**src/sv/hfc_pkg.sv**
```systemverilog
// ----------------------------------------------------------------------------
// hfc_pkg
// Shared types and constants for the hex float to IEEE 754 converter.
// ----------------------------------------------------------------------------
package hfc_pkg;

  // configuration register indexes
  localparam logic CfgSrcIdx = 1'b0;
  localparam logic CfgDstIdx = 1'b1;

  // leading zero bits of a non-zero hex digit, two bits per digit value
  localparam logic [15:0] LzTable = 16'h55af;

  // rebiasing offsets, exponent counted in binary places
  localparam logic signed [10:0] BiasToSingle = 11'sd131;
  localparam logic [10:0]        BiasToDouble = 11'd765;
  localparam logic signed [10:0] SingleMaxExp = 11'sd254;
  localparam logic signed [10:0] SingleMinSub = -11'sd32;
  localparam logic [30:0]        SingleInf    = 31'h7f80_0000;

  // conversion mode held in the configuration registers
  typedef struct packed {
    logic src_dbl;
    logic dst_dbl;
  } cfg_t;

endpackage

```
**src/sv/hfc_convert.sv**
```systemverilog
// ----------------------------------------------------------------------------
// hfc_convert
// Combinational conversion of one hex float word to an IEEE 754 pattern.
// ----------------------------------------------------------------------------
module hfc_convert (
  input  hfc_pkg::cfg_t cfg,
  input  logic [63:0]   hex_word,
  output logic [63:0]   ieee_word
);

  logic [63:0]        w;
  logic               sgn;
  logic [6:0]         expt7;
  logic [55:0]        frac;
  logic [3:0]         nd;
  logic [55:0]        frac_d;
  logic [1:0]         lz;
  logic [55:0]        frac_n;
  logic signed [10:0] e_s;
  logic [10:0]        e_d;
  logic               ru_d;
  logic [54:0]        sum_d;
  logic [63:0]        res_d;
  logic               ru_n;
  logic [25:0]        sum_n;
  logic [31:0]        res_n;
  logic [4:0]         k;
  logic [23:0]        hi1;
  logic [23:0]        lost_mask;
  logic               ru_sub;
  logic [24:0]        sum_sub;
  logic [31:0]        res_s;

  // align a 32-bit source to the 64-bit layout
  assign w     = cfg.src_dbl ? hex_word : {hex_word[31:0], 32'b0};
  assign sgn   = w[63];
  assign expt7 = w[62:56];
  assign frac  = w[55:0];

  // leading zero hex digits, highest non-zero digit wins
  always_comb begin
    nd = 4'd0;
    for (int j = 0; j < 14; j++) begin
      if (frac[4*j +: 4] != 4'b0) begin
        nd = 4'(13 - j);
      end
    end
  end

  // normalise by digits, then by bits of the top digit
  assign frac_d = frac << {nd, 2'b00};
  assign lz     = 2'(hfc_pkg::LzTable >> {frac_d[55:52], 1'b0});
  assign frac_n = frac_d << lz;

  // rebiased exponents
  assign e_s = $signed({2'b0, expt7, 2'b00}) - $signed({5'b0, nd, 2'b00})
             - hfc_pkg::BiasToSingle - $signed({9'b0, lz});
  assign e_d = {2'b0, expt7, 2'b00} + hfc_pkg::BiasToDouble
             - {5'b0, nd, 2'b00} - {9'b0, lz};

  // double result, three bits rounded away
  assign ru_d  = frac_n[0] | frac_n[1] | frac_n[3];
  assign sum_d = {1'b0, frac_n[55:2]} + 55'(ru_d);
  assign res_d = {sgn, e_d, 52'b0} + {10'b0, sum_d[54:1]};

  // single normal result
  assign ru_n  = (|frac_n[30:0]) | frac_n[32];
  assign sum_n = {1'b0, frac_n[55:31]} + 26'(ru_n);
  assign res_n = {sgn, e_s[7:0], 23'b0} + {7'b0, sum_n[25:1]};

  // single subnormal result
  assign k         = ~e_s[4:0];
  assign hi1       = frac_n[55:32] >> k;
  assign lost_mask = ~(24'hff_ffff << k);
  assign ru_sub    = (|frac_n[31:0]) | (|(frac_n[55:32] & lost_mask)) | hi1[1];
  assign sum_sub   = {1'b0, hi1} + 25'(ru_sub);

  // single range selection
  always_comb begin
    if (e_s >= hfc_pkg::SingleMaxExp) begin
      res_s = {sgn, hfc_pkg::SingleInf};
    end else if (e_s >= 11'sd0) begin
      res_s = res_n;
    end else if (e_s >= hfc_pkg::SingleMinSub) begin
      res_s = {sgn, 7'b0, sum_sub[24:1]};
    end else begin
      res_s = {sgn, 31'b0};
    end
  end

  // zero fraction gives a signed zero, else the double or single result by mode
  always_comb begin
    if (frac == 56'b0) begin
      ieee_word = cfg.dst_dbl ? {sgn, 63'b0} : {32'b0, sgn, 31'b0};
    end else if (cfg.dst_dbl) begin
      ieee_word = res_d;
    end else begin
      ieee_word = {32'b0, res_s};
    end
  end

endmodule

```
**src/sv/hex_float_to_ieee754_converter_unit.sv**
```systemverilog
// ----------------------------------------------------------------------------
// hex_float_to_ieee754_converter_unit
// Converts hex float words (32 or 64 bit) to IEEE 754 single or double.
// ----------------------------------------------------------------------------
// Usage:
//   Input beats arrive on in_valid / in_stall / in_hex_word, results leave on
//   out_valid / out_stall / out_ieee_word. A beat moves on a rising edge with
//   valid high and stall low. cfg_wr_en with cfg_index writes one mode bit
//   from cfg_wdata: index 0 selects a 64-bit source, index 1 a double result.
//   Change the mode only while no beat is in flight.
//   Each beat passes the input register, then the result register,
//   with the whole conversion in the logic between them. One beat is taken
//   every cycle while in_stall is low; the rate is set by that single
//   register-to-register pass. When the receiver stalls, the result register
//   holds and the input register still takes one more beat; in_stall rises
//   only once both are full. Reset empties both stages and selects a 32-bit
//   source and a single result.
// ----------------------------------------------------------------------------
module hex_float_to_ieee754_converter_unit (
  input  logic        clk,
  input  logic        rst_n,
  input  logic        cfg_wr_en,
  input  logic        cfg_index,
  input  logic        cfg_wdata,
  input  logic        in_valid,
  output logic        in_stall,
  input  logic [63:0] in_hex_word,
  output logic        out_valid,
  input  logic        out_stall,
  output logic [63:0] out_ieee_word
);

  hfc_pkg::cfg_t cfg_r;
  logic          s1_valid_r;
  logic [63:0]   s1_word_r;
  logic          out_valid_r;
  logic [63:0]   out_word_r;
  logic [63:0]   conv_word;
  logic          out_hold;
  logic          s1_load;

  // mode registers
  always_ff @(posedge clk) begin
    if (!rst_n) begin
      cfg_r <= '0;
    end else if (cfg_wr_en) begin
      case (cfg_index)
        hfc_pkg::CfgSrcIdx: cfg_r.src_dbl <= cfg_wdata;
        hfc_pkg::CfgDstIdx: cfg_r.dst_dbl <= cfg_wdata;
        default: ;
      endcase
    end
  end

  // handshake
  assign out_hold = out_valid_r & out_stall;
  assign in_stall = s1_valid_r & out_hold;
  assign s1_load  = ~s1_valid_r | ~out_hold;

  // input register
  always_ff @(posedge clk) begin
    if (!rst_n) begin
      s1_valid_r <= 1'b0;
    end else if (s1_load) begin
      s1_valid_r <= in_valid;
    end
  end

  always_ff @(posedge clk) begin
    if (s1_load && in_valid) begin
      s1_word_r <= in_hex_word;
    end
  end

  // conversion
  hfc_convert u_convert (
    .cfg       (cfg_r),
    .hex_word  (s1_word_r),
    .ieee_word (conv_word)
  );

  // result register
  always_ff @(posedge clk) begin
    if (!rst_n) begin
      out_valid_r <= 1'b0;
    end else if (!out_hold) begin
      out_valid_r <= s1_valid_r;
    end
  end

  always_ff @(posedge clk) begin
    if (!out_hold && s1_valid_r) begin
      out_word_r <= conv_word;
    end
  end

  assign out_valid     = out_valid_r;
  assign out_ieee_word = out_word_r;

endmodule

```
**config.mk**
```make
export PLATFORM = sky130hd
export DESIGN_NAME = hex_float_to_ieee754_converter_unit
export DESIGN_NICKNAME = d
export VERILOG_FILES = /design/src/sv/hfc_pkg.sv /design/src/sv/hfc_convert.sv /design/src/sv/hex_float_to_ieee754_converter_unit.sv
export SDC_FILE = /design/constraint.sdc
export NUM_CORES = 1
export LEC_CHECK = 0
export BUFFER_PORTS_ARGS = -buffer_cell sky130_fd_sc_hd__buf_4
export CAP_MARGIN = 20
export CORE_AREA = 10 10 204 206
export CTS_BUF_LIST = sky130_fd_sc_hd__clkbuf_16
export DETAILED_ROUTE_END_ITERATION = 7
export DIE_AREA = 0 0 214 216
export PLACE_DENSITY_LB_ADDON = 0.25
export SETUP_SLACK_MARGIN = 0.15
export SYNTH_ARGS = -nofsm -noshare
export SYNTH_HDL_FRONTEND = slang
export SYNTH_HIERARCHICAL = 1
export SYNTH_SLANG_ARGS = --single-unit
```
**constraint.sdc**
```tcl
create_clock -name clk -period 15.1 [get_ports clk]
set_clock_uncertainty 0.15 [all_clocks]
set_input_delay 2.265 -clock clk [delete_from_list [all_inputs] [get_ports clk]]
set_output_delay 2.265 -clock clk [all_outputs]
set_load 0.01 [all_outputs]
```
==> out/results.tsv, run 1 <==
stage	metric	value	unit
critical_path	cpPeakStageDelay	0.97	ns
drt	via_per_inst	6.715	
critical_path	worstPathMaxFanout	54	
die	core_area	37400	sq um
clocking	post_cts_resized	0	
placed_design	place.gp.congestion	1.026	
drt	drt-pass1-iter-count	8	
drt	top_layer	met4	
pwr	ir_worst_vdd	0.00008804	V
clocking	cts_tree	built	
logic_synthesis	ys_types	119	
critical_path	worst_path_max_delay_cell	nor4_1	
run_status	status	finished, final reports clean	
pwr	internal-power	0.8833	mW
drt	met2_length	34.96	mm
logic_synthesis	async_flop_share	0	
timing	max_freq	89.71	MHz
grt	antenna_found_initial	0	
drt	ant_nets	0	
grt	grt_pass1_vias	15490	
critical_path	cp-end-kind	register	
flow_run	maxCapViolCount	0	
timing	timing.hold.ws	0.3936	ns
timing	rsz0062_at_grt	no	
die	ios	137	
pwr	switching_share	0.4160	
worst_hold_path	min_path_type	reg2reg	
drt	post-route-drc-count	0	
logic_synthesis	ys_ff_latch	132	
logic_synthesis	synth_area	14790	sq um
pwr	pwr-share-seq	0.301	
logic_synthesis	ys_warn_count	6	
timing	maxSlewHeadroom	0.2523	
logic_synthesis	post-synth-top-count-cell	nor2_1	
die	num_rows	71	
logic_synthesis	avgSynthCellArea	8.112	sq um
logic_synthesis	syn_inst	1823	
drt	wl_met1	28.52	mm
clocking	cts_buffers	17	
critical_path	crit_top_cell	nand2_1	
clocking	cts_root_buffer	clkbuf_16	
clocking	clk_path_buf_depth	2	
drt	wl_met3	5.144	mm
logic_synthesis	synth_fp_nets	1922	
critical_path	worstSetupPathType	reg2reg	
drt	wirelength	74.11	mm
timing	finalSetupTns	0	ns
drt	vias	16290	
logic_synthesis	yosysTopAreaCellShare	0.2599	
placed_design	port_buffers	136	
clocking	postCtsSetupBuffers	0	
clocking	postCtsHoldBufs	0	
finish	syn_to_final_growth	14.35	%
logic_synthesis	ys.flop_type	edfxtp_1	
pwr	power_density	89.44	nW/um^2
critical_path	critPathLaunchType	register	
die	fp.dieW	214	microns
placed_design	place_hpwl	57.40	mm
grt	grt_pass1_wl	107.6	mm
pwr	clkPwrFrac	0.274	
clocking	path_clk_slew	0.06	ns
grt	grt_max_degree	72	
timing	finalMaxSlewViolations	0	
critical_path	crit_arrival	11.16	ns
logic_synthesis	yosys-top-cells-area	edfxtp_1 (26%), a21oi_1 (4.6%), nor2_1 (4.5%)	
logic_synthesis	yosysTopAreaCell	edfxtp_1	
die	initial_utilization	0.3954	
timing	hold_violations	0	
timing	worst_pin_slew	1.111	ns
grt	grt_usage	0.3083	
clocking	cts_sinks	132	
critical_path	crit_required	15.11	ns
pwr	p_sw	0.6291	mW
clocking	htree_levels	4	
die	fp.dieH	216	microns
finish	n_antenna_cell	0	
pwr	static-leakage-power	5.937	nW
clocking	insertion_delay	0.46	ns
drt	drt_iter0_drc	1715	
finish	drive_above_1_share	0.1718	
timing	period_share	0.7382	
logic_synthesis	synth_common_cells	nor2_1 (177), nand2_1 (161), a21oi_1 (136)	
pwr	p_comb_frac	0.425	
logic_synthesis	synth-edff-count	128	
timing	fin_crit	11.15	ns
grt	grt_overflow	0	
finish	fin_nets	2003	
drt	wire_per_inst	30.55	microns
timing	setup_viol	0	
die	die_area	46220	sq um
logic_synthesis	yosysSeqAreaShare	0.2653	
logic make-up after synthesis:
group	count (synthesis)	share of synthesized area
xor gates and xnor gates	111	0.06574
adders and majority gates	29	0.02640
and+or+nand+nor	684	0.2372
buffers and inverters	175	0.05474
muxes	69	0.04992
DFF	132	0.2653
AOI/OAI and AO/OA	623	0.3007
per-layer routing:
layer	global-route usage	vias up
met1	0.3600	7849
met4	0.2149	0
met5	0	-
met2	0.5148	994
li1	-	7222
met3	0.04476	226
critical path, delay by kind of cell (launching register included):
kind                     cells  cell delay, ns
XOR/XNOR                     2            0.34
adder cells (fa/ha/maj)      3            0.95
multiplexers                 1            0.40
AND/OR/NAND/NOR             12            4.88
flip-flops                   1            0.44
buffers and inverters        6            1.87
AO/OA/AOI/OAI                9            1.75
flip-flops by register name, indices dropped and copies added (netlist names):
| name | count |
|---|---|
| out_valid | 1 |
| cfg_r | 2 |
| s1_word_r | 64 |
| out_ieee_word | 64 |
| s1_valid_r | 1 |
power by group through the flow:
stage	clock network [mW]	logic (mW)	registers [mW]
after floorplan	0	0.391	0.459
after global placement	0	0.623	0.463
after detailed placement	0	0.619	0.463
after CTS	0.424	0.622	0.455
after global routing	0.435	0.680	0.457
final	0.414	0.643	0.455
through the flow:
step	power (mW)	util	cell area, sq um	setup WS (ns)	instances
after detailed placement	1.082	0.4371	16350	4.468	2396
after global routing	1.573	0.4521	16910	3.408	2426
after CTS	1.500	0.4521	16910	4.451	2426
final	1.512	0.4521	16910	3.953	2426
after floorplan	0.8496	-	14790	6.812	1823
after global placement	1.085	0.4369	16340	4.651	2394
placed cells by master, fill, tap and decap left out, types with 30 or more instances in the layout:
master / n
a211oi_1: 42
a21oi_1: 136
a22oi_1: 32
and3_1: 30
buf_4: 201
edfxtp_1: 128
inv_1: 30
mux2i_1: 48
nand2_1: 160
nand3_1: 67
nor2_1: 177
nor3_1: 47
nor4_1: 31
o211ai_1: 32
o21ai_0: 85
o22ai_1: 30
xnor2_1: 67
xor2_1: 42
worst paths after layout:
kind / to / from / slack [ns] / cells after the start
setup / recovery: out_ieee_word[17] / s1_word_r[48] / 3.95 / 33
hold / removal: out_valid / s1_valid_r / 0.39 / 2
setup reg to reg: out_ieee_word[17] / s1_word_r[48] / 3.95 / 33
hold reg to reg: out_valid / s1_valid_r / 0.39 / 2
layout make-up:
cell class	count	area, sq um
clock buffers	17	425.4
fillers	3733	20490
well taps	511	639.4
multi-input cells	1516	10130
flip-flops and latches	132	3929
inverters	34	127.6
clock inverters	13	136.4
repair buffers	203	1518
(Power assumes the default switching activity.)
==> inputs of run 2 (changes only) <==
--- a/config.mk
+++ b/config.mk
@@ -5,12 +5,13 @@
 export SDC_FILE = /design/constraint.sdc
 export NUM_CORES = 1
 export LEC_CHECK = 0
+export ABC_AREA = 1
 export BUFFER_PORTS_ARGS = -buffer_cell sky130_fd_sc_hd__buf_4
 export CAP_MARGIN = 20
-export CORE_AREA = 10 10 204 206
+export CORE_AREA = 10 10 207 209
 export CTS_BUF_LIST = sky130_fd_sc_hd__clkbuf_16
 export DETAILED_ROUTE_END_ITERATION = 7
-export DIE_AREA = 0 0 214 216
+export DIE_AREA = 0 0 217 219
 export PLACE_DENSITY_LB_ADDON = 0.25
 export SETUP_SLACK_MARGIN = 0.15
 export SYNTH_ARGS = -nofsm -noshare
==> constraint.sdc (replaced) <==
create_clock -name clk -period 10.3 [get_ports clk]
set_clock_uncertainty 0.15 [all_clocks]
set_input_delay 1.545 -clock clk [delete_from_list [all_inputs] [get_ports clk]]
set_output_delay 1.545 -clock clk [all_outputs]
set_load 0.01 [all_outputs]
==> run 2 against run 1 <==
Utilization down 0.95 points. Worst setup slack worse by 2.8 ns. Sequential cell count unchanged. Register-to-register slack worse by 2.8 ns. Combinational power up 96%. Critical path type unchanged. Largest cell class unchanged. Largest power group unchanged. Highest routed layer is now met5.
==> out/results.tsv, run 2 <==
stage	metric	value	unit
run_status	status	finished, final reports clean	
timing	fin_crit	9.165	ns
flow_run	maxCapViolCount	0	
logic_synthesis	yosysSeqAreaShare	0.2567	
logic_synthesis	muxShareOfSynthArea	0.005893	
logic_synthesis	synth_fa_ha_area_frac	0.02488	
logic_synthesis	synth-edff-count	128	
grt	grt_overflow	0	
clocking	postCtsSetupBuffers	0	
logic_synthesis	synth_top_family_by_area	simple AND/OR/NAND/NOR gates	
drt	ant_nets	0	
drt	vias	18180	
timing	max_freq	109.1	MHz
finish	final_util	0.4427	
pwr	power_density	147.5	nW/um^2
logic_synthesis	syn_inst	2506	
drt	post-route-drc-count	0	
clocking	insertion_delay	0.47	ns
pwr	total_power	2.518	mW
critical_path	worstPathMaxFanout	53	
critical_path	rr_startpoint	cfg_r[1]	
finish	drive_above_1_share	0.1189	
placed_design	place.gp.congestion	1.065	
clocking	cts_tree	built	
timing	setup_viol	0	
drt	wirelength	73.51	mm
clocking	cts_sinks	132	
die	die_area	47520	sq um
grt	grt_max_degree	77	
logic_synthesis	synth_area	15290	sq um
logic_synthesis	ys_ff_latch	132	
logic_synthesis	synth_common_cells	nand2_1 (756), nand3_1 (532), inv_1 (245)	
finish	fillers	4315	
placed_design	place_hpwl	59.90	mm
die	core_area	38560	sq um
logic_synthesis	async_flop_share	0	
worst_hold_path	min_path_type	reg2reg	
critical_path	cpPeakStageDelay	0.75	ns
timing	maxSlewHeadroom	0.3480	
critical_path	reg2reg_slack	1.14	ns
logic_synthesis	yosysTopAreaCellShare	0.2514	
clocking	path_clk_slew	0.07	ns
finish	layout_common_cells	nand2_1 (756), nand3_1 (532), inv_1 (244)	
timing	finalMaxSlewViolations	0	
timing	period_share	0.8898	
logic_synthesis	synth_xor_area_frac	0.01432	
clocking	cts_buffers	17	
finish	n_antenna_cell	0	
placed_design	pre_cts_ws	1.363	ns
die	ios	137	
critical_path	crit_arrival	9.23	ns
timing	rsz0062_at_grt	no	
critical_path	crit_path_end	out_ieee_word[60]	
finish	final_common_cell	nand2_1	
timing	worst_pin_slew	0.9706	ns
finish	instances_no_fill	3109	
critical_path	critPathLaunchType	register	
die	fp.dieW	217	microns
timing	finalSetupTns	0	ns
die	initial_utilization	0.3965	
drt	drt_iter0_drc	2599	
grt	antenna_found_initial	3	
timing	timing.hold.ws	0.3502	ns
logic_synthesis	synthSimpleGateAreaFrac	0.4914	
critical_path	ff2ff_path_depth	37	
grt	grt_pass1_vias	16680	
logic_synthesis	avgSynthCellArea	6.100	sq um
critical_path	crit_top_cell	nand2_1	
die	fp.dieH	219	microns
logic_synthesis	post-synth-top-count-cell	nand2_1	
placed_design	dpl.cell_count	3076	
clocking	post_cts_resized	0	
logic_synthesis	synth-compound-area-share	0.09412	
critical_path	crit_required	10.37	ns
finish	fin_nets	2677	
grt	grt_usage	0.3030	
clocking	clk_path_buf_depth	2	
logic_synthesis	ys_warn_count	6	
placed_design	dpl_cell_area	16510	sq um
critical_path	worst_path_max_delay_cell	dfxtp_2	
drt	via_per_inst	5.848	
logic_synthesis	yosysTopAreaCell	edfxtp_1	
logic_synthesis	yosys-top-cells-area	edfxtp_1 (25%), nand2_1 (19%), nand3_1 (17%)	
die	num_rows	72	
placed_design	port_buffers	136	
logic_synthesis	ys.flop_type	edfxtp_1	
logic_synthesis	ys_types	61	
pwr	ir_worst_vdd	0.0001355	V
critical_path	r2r-end	out_ieee_word[60]	
critical_path	cp-end-kind	register	
critical_path	worstSetupPathType	reg2reg	
finish	design_area	17070	sq um
logic_synthesis	synth_fp_nets	2605	
timing	hold_violations	0	
drt	drt-pass1-iter-count	8	
clocking	postCtsHoldBufs	0	
clocking	cts_root_buffer	clkbuf_16	
grt	grt_pass1_wl	108.5	mm
finish	syn_to_final_growth	11.65	%
drt	wire_per_inst	23.65	microns
pwr	static-leakage-power	8.130	nW
timing	setup_ws	1.135	ns
critical_path	worstSetupStartpoint	cfg_r[1]	
clocking	htree_levels	4	
## run 2: per-layer routing
layer / part of all wire / GRT usage
met2: 0.40 / 0.4257
met1: 0.45 / 0.4294
met4: 0.028 / 0.1007
met5: 0.00057 / 0
met3: 0.12 / 0.09202
## run 2: worst min path at each step
stage	from	end	slack (ns)	depth (start not counted)
after global routing	s1_valid_r	s1_valid_r	0.39	2
after floorplan	cfg_r[1]	cfg_r[1]	0.30	2
after CTS	s1_valid_r	s1_valid_r	0.35	2
final	s1_valid_r	s1_valid_r	0.35	2
after global placement	s1_valid_r	s1_valid_r	0.34	2
after detailed placement	s1_valid_r	s1_valid_r	0.34	2
## run 2: layout make-up
cell class                 instances  area [sq um]  share of cell area
sequential                       132          3925              0.2300
tap                              518         648.1             0.03797
timing repair buffer             166          1244             0.07287
inverter                         277          1042             0.06107
clock inverter                    15         131.4            0.007697
clock buffer                      17         425.4             0.02492
multi-input combinational       1984          9652              0.5655
## run 2: worst max-delay path: cells and delay by family, from the launching register on
family | cells | cell delay, ns
flops | 1 | 0.75
compound gates | 1 | 0.17
simple gates | 30 | 5.91
fa+ha+maj | 2 | 0.63
buf+inv | 4 | 1.20
## run 2: kinds of logic after synthesis
| logic type | after synthesis |
|---|---|
| buf+inv | 390 |
| simple gates | 1663 |
| flops | 132 |
| compound gates | 259 |
| fa+ha+maj | 28 |
| mux | 9 |
| xor+xnor | 25 |
## run 2: where the power goes
part           switching (mW)  total (mW)  internal [mW]
registers              0.0244       0.664          0.640
logic                   0.921        1.26          0.340
clock network           0.276       0.593          0.317
